`config.mk`:
```
export PLATFORM = sky130hd
export DESIGN_NAME = mlp_ram
export DESIGN_NICKNAME = d
export VERILOG_FILES = /design/src/rtl/core/mlp_ram.sv
export SDC_FILE = /design/constraint.sdc
export NUM_CORES = 1
export LEC_CHECK = 0
export BUFFER_PORTS_ARGS = -buffer_cell sky130_fd_sc_hd__buf_2
export CAP_MARGIN = 20
export CORE_MARGIN = 4
export CORE_UTILIZATION = 55
export DETAILED_ROUTE_END_ITERATION = 16
export GPL_ROUTABILITY_DRIVEN = 0
export PLACE_DENSITY = 0.74
export SKIP_LAST_GASP = 1
export SYNTH_ARGS = -nofsm -noshare
export SYNTH_HDL_FRONTEND = slang
export SYNTH_SLANG_ARGS = --single-unit
```
`constraint.sdc`:
```
create_clock -name i_clk -period 2.1 [get_ports i_clk]
set_clock_uncertainty 0.05 [all_clocks]
set_input_delay 0.315 -clock i_clk [delete_from_list [all_inputs] [get_ports i_clk]]
set_output_delay 0.315 -clock i_clk [all_outputs]
set_load 0.03 [all_outputs]
```
`src/rtl/core/mlp_ram.sv`:
```
// generic simple dual port ram with registered read
module mlp_ram #(
    parameter int WIDTH = 16,
    parameter int DEPTH = 32
) (
    input  logic                     i_clk,
    input  logic                     i_we,
    input  logic [$clog2(DEPTH)-1:0] i_waddr,
    input  logic [WIDTH-1:0]         i_wdata,
    input  logic [$clog2(DEPTH)-1:0] i_raddr,
    output logic [WIDTH-1:0]         o_rdata
);
    logic [WIDTH-1:0] r_mem [DEPTH];
    logic [WIDTH-1:0] r_rdata;

    always_ff @(posedge i_clk) begin
        if (i_we) begin
            r_mem[i_waddr] <= i_wdata;
        end
        r_rdata <= r_mem[i_raddr];
    end

    assign o_rdata = r_rdata;
endmodule

```
==> metrics.txt, run 1 <==
initial antenna violation count 3; share of async-settable or async-resettable flops after synthesis 0%; initial cell density of the core 55.96%; Crit path required time ~2.5 ns; vias approximately 11000; Syn Std Cell Area 20540 µm²; Max stage delay cell, worst path sky130_fd_sc_hd__edfxtp_1; cell count after synthesis 1143; Remaining Overflow, GRT 0; number of flops mapped to enable cells by yosys between 500 and 600; global-route usage over all layers between 20% and 30%; Post-CTS Setup Repair Bufs 0; achievable frequency ~600 MHz; final hold violations 0; number of gates resized after cts 0; horizontal die dimension ~200 µm; ratio of total power to cell area 917.6 nW/µm²; shortest clock period the worst path allows after layout 1.658 ns; crit-path most repeated cell sky130_fd_sc_hd__buf_4; Crit path arrival time 2.06 ns; wire length reported by the detailed router 45.64 mm; DIE HEIGHT 201.2 µm; critical path startpoint category flop; later-pin clock latency in the skew report 0.57 ns; layout net count 1299; reported max-cap violation count 0; register-to-register setup slack 0.44 ns; layout filler cell count 2441; Rel. slew slack 49.64%; Finish-stage setup viols 0; type of destination of the critical path flop; hold bufs inserted after CTS 0; post-route design area 23570 µm²; global-route wire length before repair about 70 mm; number of instances on the worst hold path 4; H-tree lvl count 2; Synth top area share 74.87%; synthesized netlist net count 1171; Die ar. 40490 µm²; number of DRC markers after the initial detailed-route iteration roughly 1000; final cycle utilization of the critical path approximately 79%; fraction of layout cells with a size suffix above 1 16.41%; area taken by flip-flops and latches 15700 µm²; Total Power ~22 mW; biggest area consumer among synthesized cells sky130_fd_sc_hd__edfxtp_1; I/O pin count 44; Core Footprint 36700 µm²; portion of the post-synthesis area used by sequential elements 76.43%; cell count of the worst reg-to-reg path 7; antenna-violating nets left 0; Longest Clk Path Bufs 3; number of vias per cell after detailed routing a little over 6; leakage between 8 and 9 nW; top post-synthesis cells by area sky130_fd_sc_hd__edfxtp_1, sky130_fd_sc_hd__mux2i_1, sky130_fd_sc_hd__a22oi_1; DRC errors left 0; critical path class reg2reg; area taken by multi-input logic gates 4317 µm²; number of rows in the core area 70; logic depth of the worst setup path including buffers 7; unrepaired setup endpoints after global routing false; Mean Syn Cell Area 17.97 µm²; Yosys Warn Count 0; startpoint of the most critical setup path r_mem[7][3]; clock root buffer master sky130_fd_sc_hd__clkbuf_16; largest net degree at the start of global routing 34; total clock buffers created by CTS 51; Worst R2R End o_rdata[3]; Netlist cell types 26; Worst VDD drop 0.7446 mV; setup_tns 0 ns; number of buffers inserted by port buffering 43; sink count of the clock tree 528; outcome complete, no violations; worst flop-to-flop path startpoint r_mem[7][3]; Post-synth top flop sky130_fd_sc_hd__edfxtp_1; DP Area 22000 µm²; CP endpoint o_rdata[3]; worst stage delay on the critical path approximately 0.35 ns; synthesis-to-finish area growth 14.77%; min-delay worst type in2reg; total of flip-flops plus latches after synthesis roughly 530; detail-routed net length per standard cell between 20 and 30 µm; number of max-slew violations in the final report 0; DR pass1 iterations 5; vias in the first global route ~11000; transition time at the pin with the least slew margin 0.7555 ns; Worst-path clk slew 0.06 ns; Crit Path Max Fanout 1; HPWL reported at the end of detailed placement 27.19 mm; worst-path cell chain mux2i_1 -> a22o_1 -> nor3_1 -> buf_4 -> a31oi_1 -> buf_4 -> nand3_1; delay-heaviest family, CP compound AO/OA/AOI/OAI gates; Buffers & Inverters on Critical Path 2; CTS tree yes
==> per-stage QoR <==
stage / instances / utilization [%] / hold slack, ns / setup WS (ns)
after floorplan: 1143 / - / 0.3639 / -0.005016
after global placement: 1686 / 59.96 / 0.5326 / 0.04026
after detailed placement: 1686 / 59.96 / 0.5491 / 0.04926
after CTS: 1778 / 64.22 / 0.1757 / 0.4426
after global routing: 1779 / 64.22 / 0.1995 / 0.4079
final: 1779 / 64.22 / 0.1893 / 0.4419
==> cell type report <==
cell class	count	area share, %
multi-input combinational	548	18.31
clock inverter	19	0.6477
clock buffer	73	5.983
timing repair buffer	142	5.967
antenna	1	0.01062
sequential	528	66.59
tap	468	2.484
==> layer usage <==
metal,wire [µm],vias to the layer above,GRT usage [%]
met5,33,-,0
li1,-,4832,-
met4,1501,4,7.446
met3,3493,81,4.770
met1,18810,5532,31.65
met2,21800,429,35.34
==> report_power, final <==
part / leakage [nW] / total, mW / switching (mW) / internal [mW]
registers: 4.75 / 11.8 / 0.0590 / 11.7
clock network: 0.759 / 8.52 / 3.62 / 4.90
logic: 2.86 / 1.33 / 0.858 / 0.471
==> cell usage after synthesis, types with 19 or more instances <==
cell type,number
sky130_fd_sc_hd__a22oi_1,64
sky130_fd_sc_hd__nor2_1,33
sky130_fd_sc_hd__buf_2,19
sky130_fd_sc_hd__nand2_1,33
sky130_fd_sc_hd__buf_4,19
sky130_fd_sc_hd__nand3_1,34
sky130_fd_sc_hd__a22o_1,32
sky130_fd_sc_hd__mux2i_1,256
sky130_fd_sc_hd__a21oi_1,32
sky130_fd_sc_hd__edfxtp_1,512
==> worst min-delay path by stage <==
stage / startpoint / endpoint / slack, ns
2_1_floorplan: i_wdata[0] / r_mem[0][0] / 0.36
3_3_place_gp: r_mem[16][8] / o_rdata[8] / 0.53
3_5_place_dp: r_mem[17][8] / o_rdata[8] / 0.55
4_1_cts: i_raddr[3] / o_rdata[13] / 0.18
5_1_grt: i_raddr[3] / o_rdata[13] / 0.20
6_report: i_raddr[3] / o_rdata[13] / 0.19
==> worst register-to-register path, stage by stage (launching register included) <==
cell,delay [ns]
sky130_fd_sc_hd__edfxtp_1,0.35
sky130_fd_sc_hd__mux2i_1,0.16
sky130_fd_sc_hd__a22o_1,0.17
sky130_fd_sc_hd__nor3_1,0.06
sky130_fd_sc_hd__buf_4,0.14
sky130_fd_sc_hd__a31oi_1,0.32
sky130_fd_sc_hd__buf_4,0.22
sky130_fd_sc_hd__nand3_1,0.06
==> cell families (layout without fill, tap and decap cells) <==
group                  Yosys count  count (layout)  synth area share, %
flip-flops                     528             528                76.43
buffers and inverters           67             234                2.632
AO/OA/AOI/OAI                  144             144                4.972
other                            0               1                    0
AND/OR/NAND/NOR                148             148                3.491
multiplexers                   256             256                12.48
==> layout by cell type, fill, tap and decap left out, types with 3 or more instances in the layout <==
master	netlist	layout
sky130_fd_sc_hd__mux2i_1	256	256
sky130_fd_sc_hd__buf_2	19	42
sky130_fd_sc_hd__a31oi_1	16	16
sky130_fd_sc_hd__nand2_1	33	33
sky130_fd_sc_hd__clkbuf_16	0	52
sky130_fd_sc_hd__nand4_1	16	16
sky130_fd_sc_hd__nor2_1	33	33
sky130_fd_sc_hd__buf_12	5	35
sky130_fd_sc_hd__nand3_1	34	34
sky130_fd_sc_hd__clkinv_1	0	8
sky130_fd_sc_hd__nor3_1	16	16
sky130_fd_sc_hd__edfxtp_1	512	512
sky130_fd_sc_hd__a22oi_1	64	64
sky130_fd_sc_hd__clkbuf_1	12	18
sky130_fd_sc_hd__nand3b_1	5	5
sky130_fd_sc_hd__a21oi_1	32	32
sky130_fd_sc_hd__or3b_2	3	3
sky130_fd_sc_hd__dfxtp_1	16	16
sky130_fd_sc_hd__clkinv_2	0	6
sky130_fd_sc_hd__buf_4	19	64
sky130_fd_sc_hd__a22o_1	32	32
sky130_fd_sc_hd__clkbuf_8	0	3
==> sequential cells by signal (all words and copies together), names as in the netlist <==
signal,cells
r_mem,512
o_rdata,16
(Power assumes the default switching activity.)
==> run 2, diff against run 1 <==
--- a/config.mk
+++ b/config.mk
@@ -11,7 +11,7 @@
 export CORE_UTILIZATION = 55
 export DETAILED_ROUTE_END_ITERATION = 16
 export GPL_ROUTABILITY_DRIVEN = 0
-export PLACE_DENSITY = 0.74
+export PLACE_DENSITY = 0.71
 export SKIP_LAST_GASP = 1
 export SYNTH_ARGS = -nofsm -noshare
 export SYNTH_HDL_FRONTEND = slang
==> constraint.sdc (replaced) <==
create_clock -name i_clk -period 1.7 [get_ports i_clk]
set_clock_uncertainty 0.05 [all_clocks]
set_input_delay 0.255 -clock i_clk [delete_from_list [all_inputs] [get_ports i_clk]]
set_output_delay 0.255 -clock i_clk [all_outputs]
set_load 0.03 [all_outputs]
==> run 2 against run 1 <==
  * Register-to-register slack worse by 0.31 ns
  * Design area rose by 2.7%
  * Total power rose by 28%
  * Cell count rose by 1.9%
  * Combinational power is 29% higher
  * Clock-buffer cell count did not move
  * Critical endpoint is now o_rdata[13]
  * Highest routed layer unchanged
==> metrics.txt, run 2 (same netlist as run 1, synthesis figures left out) <==
wire length on met2 21.96 mm (was 21.80 mm); layout net count 1328 (was 1299); DIE HEIGHT 201.2 µm (unchanged); HPWL reported at the end of detailed placement 27.67 mm (was 27.19 mm); critical path class reg2reg (unchanged); highest metal layer with signal wires met5 (unchanged); Max stage delay cell, worst path sky130_fd_sc_hd__edfxtp_1 (unchanged); Remaining Overflow, GRT 0 (unchanged); routed metal-1 wirelength 19.61 mm (was 18.81 mm); antenna-violating nets left 0 (unchanged); DRC errors left 0 (unchanged); achievable frequency 637.0 MHz (was 603.1 MHz); Crit path arrival time 1.95 ns (was 2.06 ns); final hold violations 0 (unchanged); flip-flop count of the largest register, all copies and words added 512 (unchanged); worst-path cell chain mux2i_1 -> a22o_1 -> nor3_1 -> buf_4 -> a31oi_1 -> buf_4 -> nand3_1 (unchanged); final cycle utilization of the critical path 92.35% (was 78.96%); worst stage delay on the critical path 0.36 ns (was 0.35 ns); wire length reported by the detailed router 45.26 mm (was 45.64 mm); total clock buffers created by CTS 52 (was 51); DR pass1 iterations 5 (unchanged); ratio of total power to cell area 1144 nW/µm² (was 917.6 nW/µm²); Crit Path Max Fanout 1 (unchanged); Longest Clk Path Bufs 3 (unchanged); Setup Slack @ Placement -0.2492 ns (was 0.04926 ns); leakage 8.652 nW (was 8.369 nW); number of rows in the core area 70 (unchanged); layout filler cell count 2400 (was 2441); delay-heaviest family, CP compound AO/OA/AOI/OAI gates (unchanged); setup_tns 0 ns (unchanged); Worst-path clk slew 0.06 ns (about the same); Die ar. 40490 µm² (unchanged); sink count of the clock tree 528 (unchanged); number of buffers inserted by port buffering 43 (unchanged); Biggest register r_mem (unchanged); I/O pin count 44 (unchanged); leading cell type in the layout, fill and taps excluded sky130_fd_sc_hd__edfxtp_1 (unchanged); synthesis-to-finish area growth 17.91% (was 14.77%); Post-CTS Setup Repair Bufs 0 (unchanged); Worst VDD drop 0.8996 mV (was 0.7446 mV); final worst setup slack 0.1301 ns (was 0.4419 ns); Buffers & Inverters on Critical Path 2 (unchanged); global-route wire length before repair 67.76 mm (was 68.19 mm); reported max-cap violation count 0 (unchanged); H-tree lvl count 2 (unchanged); global-route usage over all layers 22.08% (was 22.39%); number of antenna cells inserted 0 (was 1); number of max-slew violations in the final report 0 (unchanged); initial cell density of the core 55.96% (unchanged); number of vias per cell after detailed routing 6.068 (was 6.115); number of DRC markers after the initial detailed-route iteration 1074 (was 1028); transition time at the pin with the least slew margin 0.6360 ns (was 0.7555 ns); unrepaired setup endpoints after global routing false (unchanged); met3 WL post-DR 2.633 mm (was 3.493 mm); vias in the first global route 11014 (was 10655); horizontal die dimension 201.2 µm (unchanged); fraction of layout cells with a size suffix above 1 19.94% (was 16.41%); Finish-stage setup viols 0 (unchanged); Crit path required time 2.08 ns (was 2.50 ns); clock root buffer master sky130_fd_sc_hd__clkbuf_16 (unchanged); CTS tree yes (unchanged); shortest clock period the worst path allows after layout 1.570 ns (was 1.658 ns); crit-path most repeated cell sky130_fd_sc_hd__buf_4 (unchanged); outcome complete, no violations (unchanged); later-pin clock latency in the skew report 0.58 ns (was 0.57 ns); Rel. slew slack 57.60% (was 49.64%); vias 10995 (was 10878); largest net degree at the start of global routing 33 (was 34); critical path startpoint category flop (unchanged); type of destination of the critical path flop (unchanged); hold bufs inserted after CTS 0 (unchanged); min-delay worst type in2reg (unchanged); detail-routed net length per standard cell 24.98 µm (was 25.65 µm); initial antenna violation count 3 (unchanged); Core Footprint 36700 µm² (unchanged); most frequent cells in the layout sky130_fd_sc_hd__edfxtp_1, sky130_fd_sc_hd__mux2i_1, sky130_fd_sc_hd__buf_4 (was sky130_fd_sc_hd__edfxtp_1, sky130_fd_sc_hd__mux2i_1, sky130_fd_sc_hd__a22oi_1, sky130_fd_sc_hd__buf_4, sky130_fd_sc_hd__clkbuf_16)
==> run 2: cell types whose count changed in the layout (fill, tap and decap cells not counted), sizes merged <==
cell / change
bufinv: +3
buf: +28
inv: +2
diode: -1
clkinv: +1
==> run 2: worst register-to-register path: cells and delay by family (launching register included) <==
| kind | cells | cell delay, ns |
|---|---|---|
| AO/OA/AOI/OAI | 2 | 0.40 |
| flip-flops | 1 | 0.36 |
| buffers and inverters | 2 | 0.27 |
| AND/OR/NAND/NOR | 2 | 0.18 |
| multiplexers | 1 | 0.16 |
==> run 2: stage by stage <==
stage	hold WS (ns)	util [%]	cells	instance area [µm²]	power, mW
after detailed placement	0.5424	61.28	1714	22490	16.52
after global routing	0.07746	65.98	1812	24210	28.56
after global placement	0.5275	61.28	1714	22490	16.49
after floorplan	0.3039	-	1143	20590	15.71
after CTS	0.05160	65.97	1812	24210	27.87
final	0.07602	65.98	1812	24210	27.70
==> run 2: final timing paths <==
path,end,cells after the start,start,slack (ns)
setup / recovery,o_rdata[13],7,r_mem[7][13],0.13
hold / removal,r_mem[21][2],1,i_wdata[2],0.08
setup reg to reg,o_rdata[13],7,r_mem[7][13],0.13
hold reg to reg,o_rdata[6],4,r_mem[17][6],0.56
==> run 2: per-layer routing <==
layer	up-vias	global-route usage [%]
met3	78	3.497
met5	-	0
met2	406	35.98
met4	6	6.519
met1	5621	31.37
li1	4884	-
==> run 2: what timing repair did <==
item	in CTS	in global routing
endpoints found under the setup margin	0	1
resized for setup	0	1
endpoints found under the hold margin	0	0
==> run 2: area by class of cell <==
cell class	count	area [µm²]	share of cell area, %
sequential	528	15700	64.82
multi-input combinational	548	4385	18.11
timing repair buffer	170	1829	7.554
clock buffer	73	1461	6.035
tap	468	585.6	2.418
clock inverter	25	257.7	1.064
==> run 2: report_power, final <==
group / switching (mW) / total, mW / leakage (nW) / internal [mW]
Clock: 4.69 / 11.5 / 0.845 / 6.76
Sequential: 0.0673 / 14.5 / 4.75 / 14.5
Combinational: 1.04 / 1.71 / 3.06 / 0.662
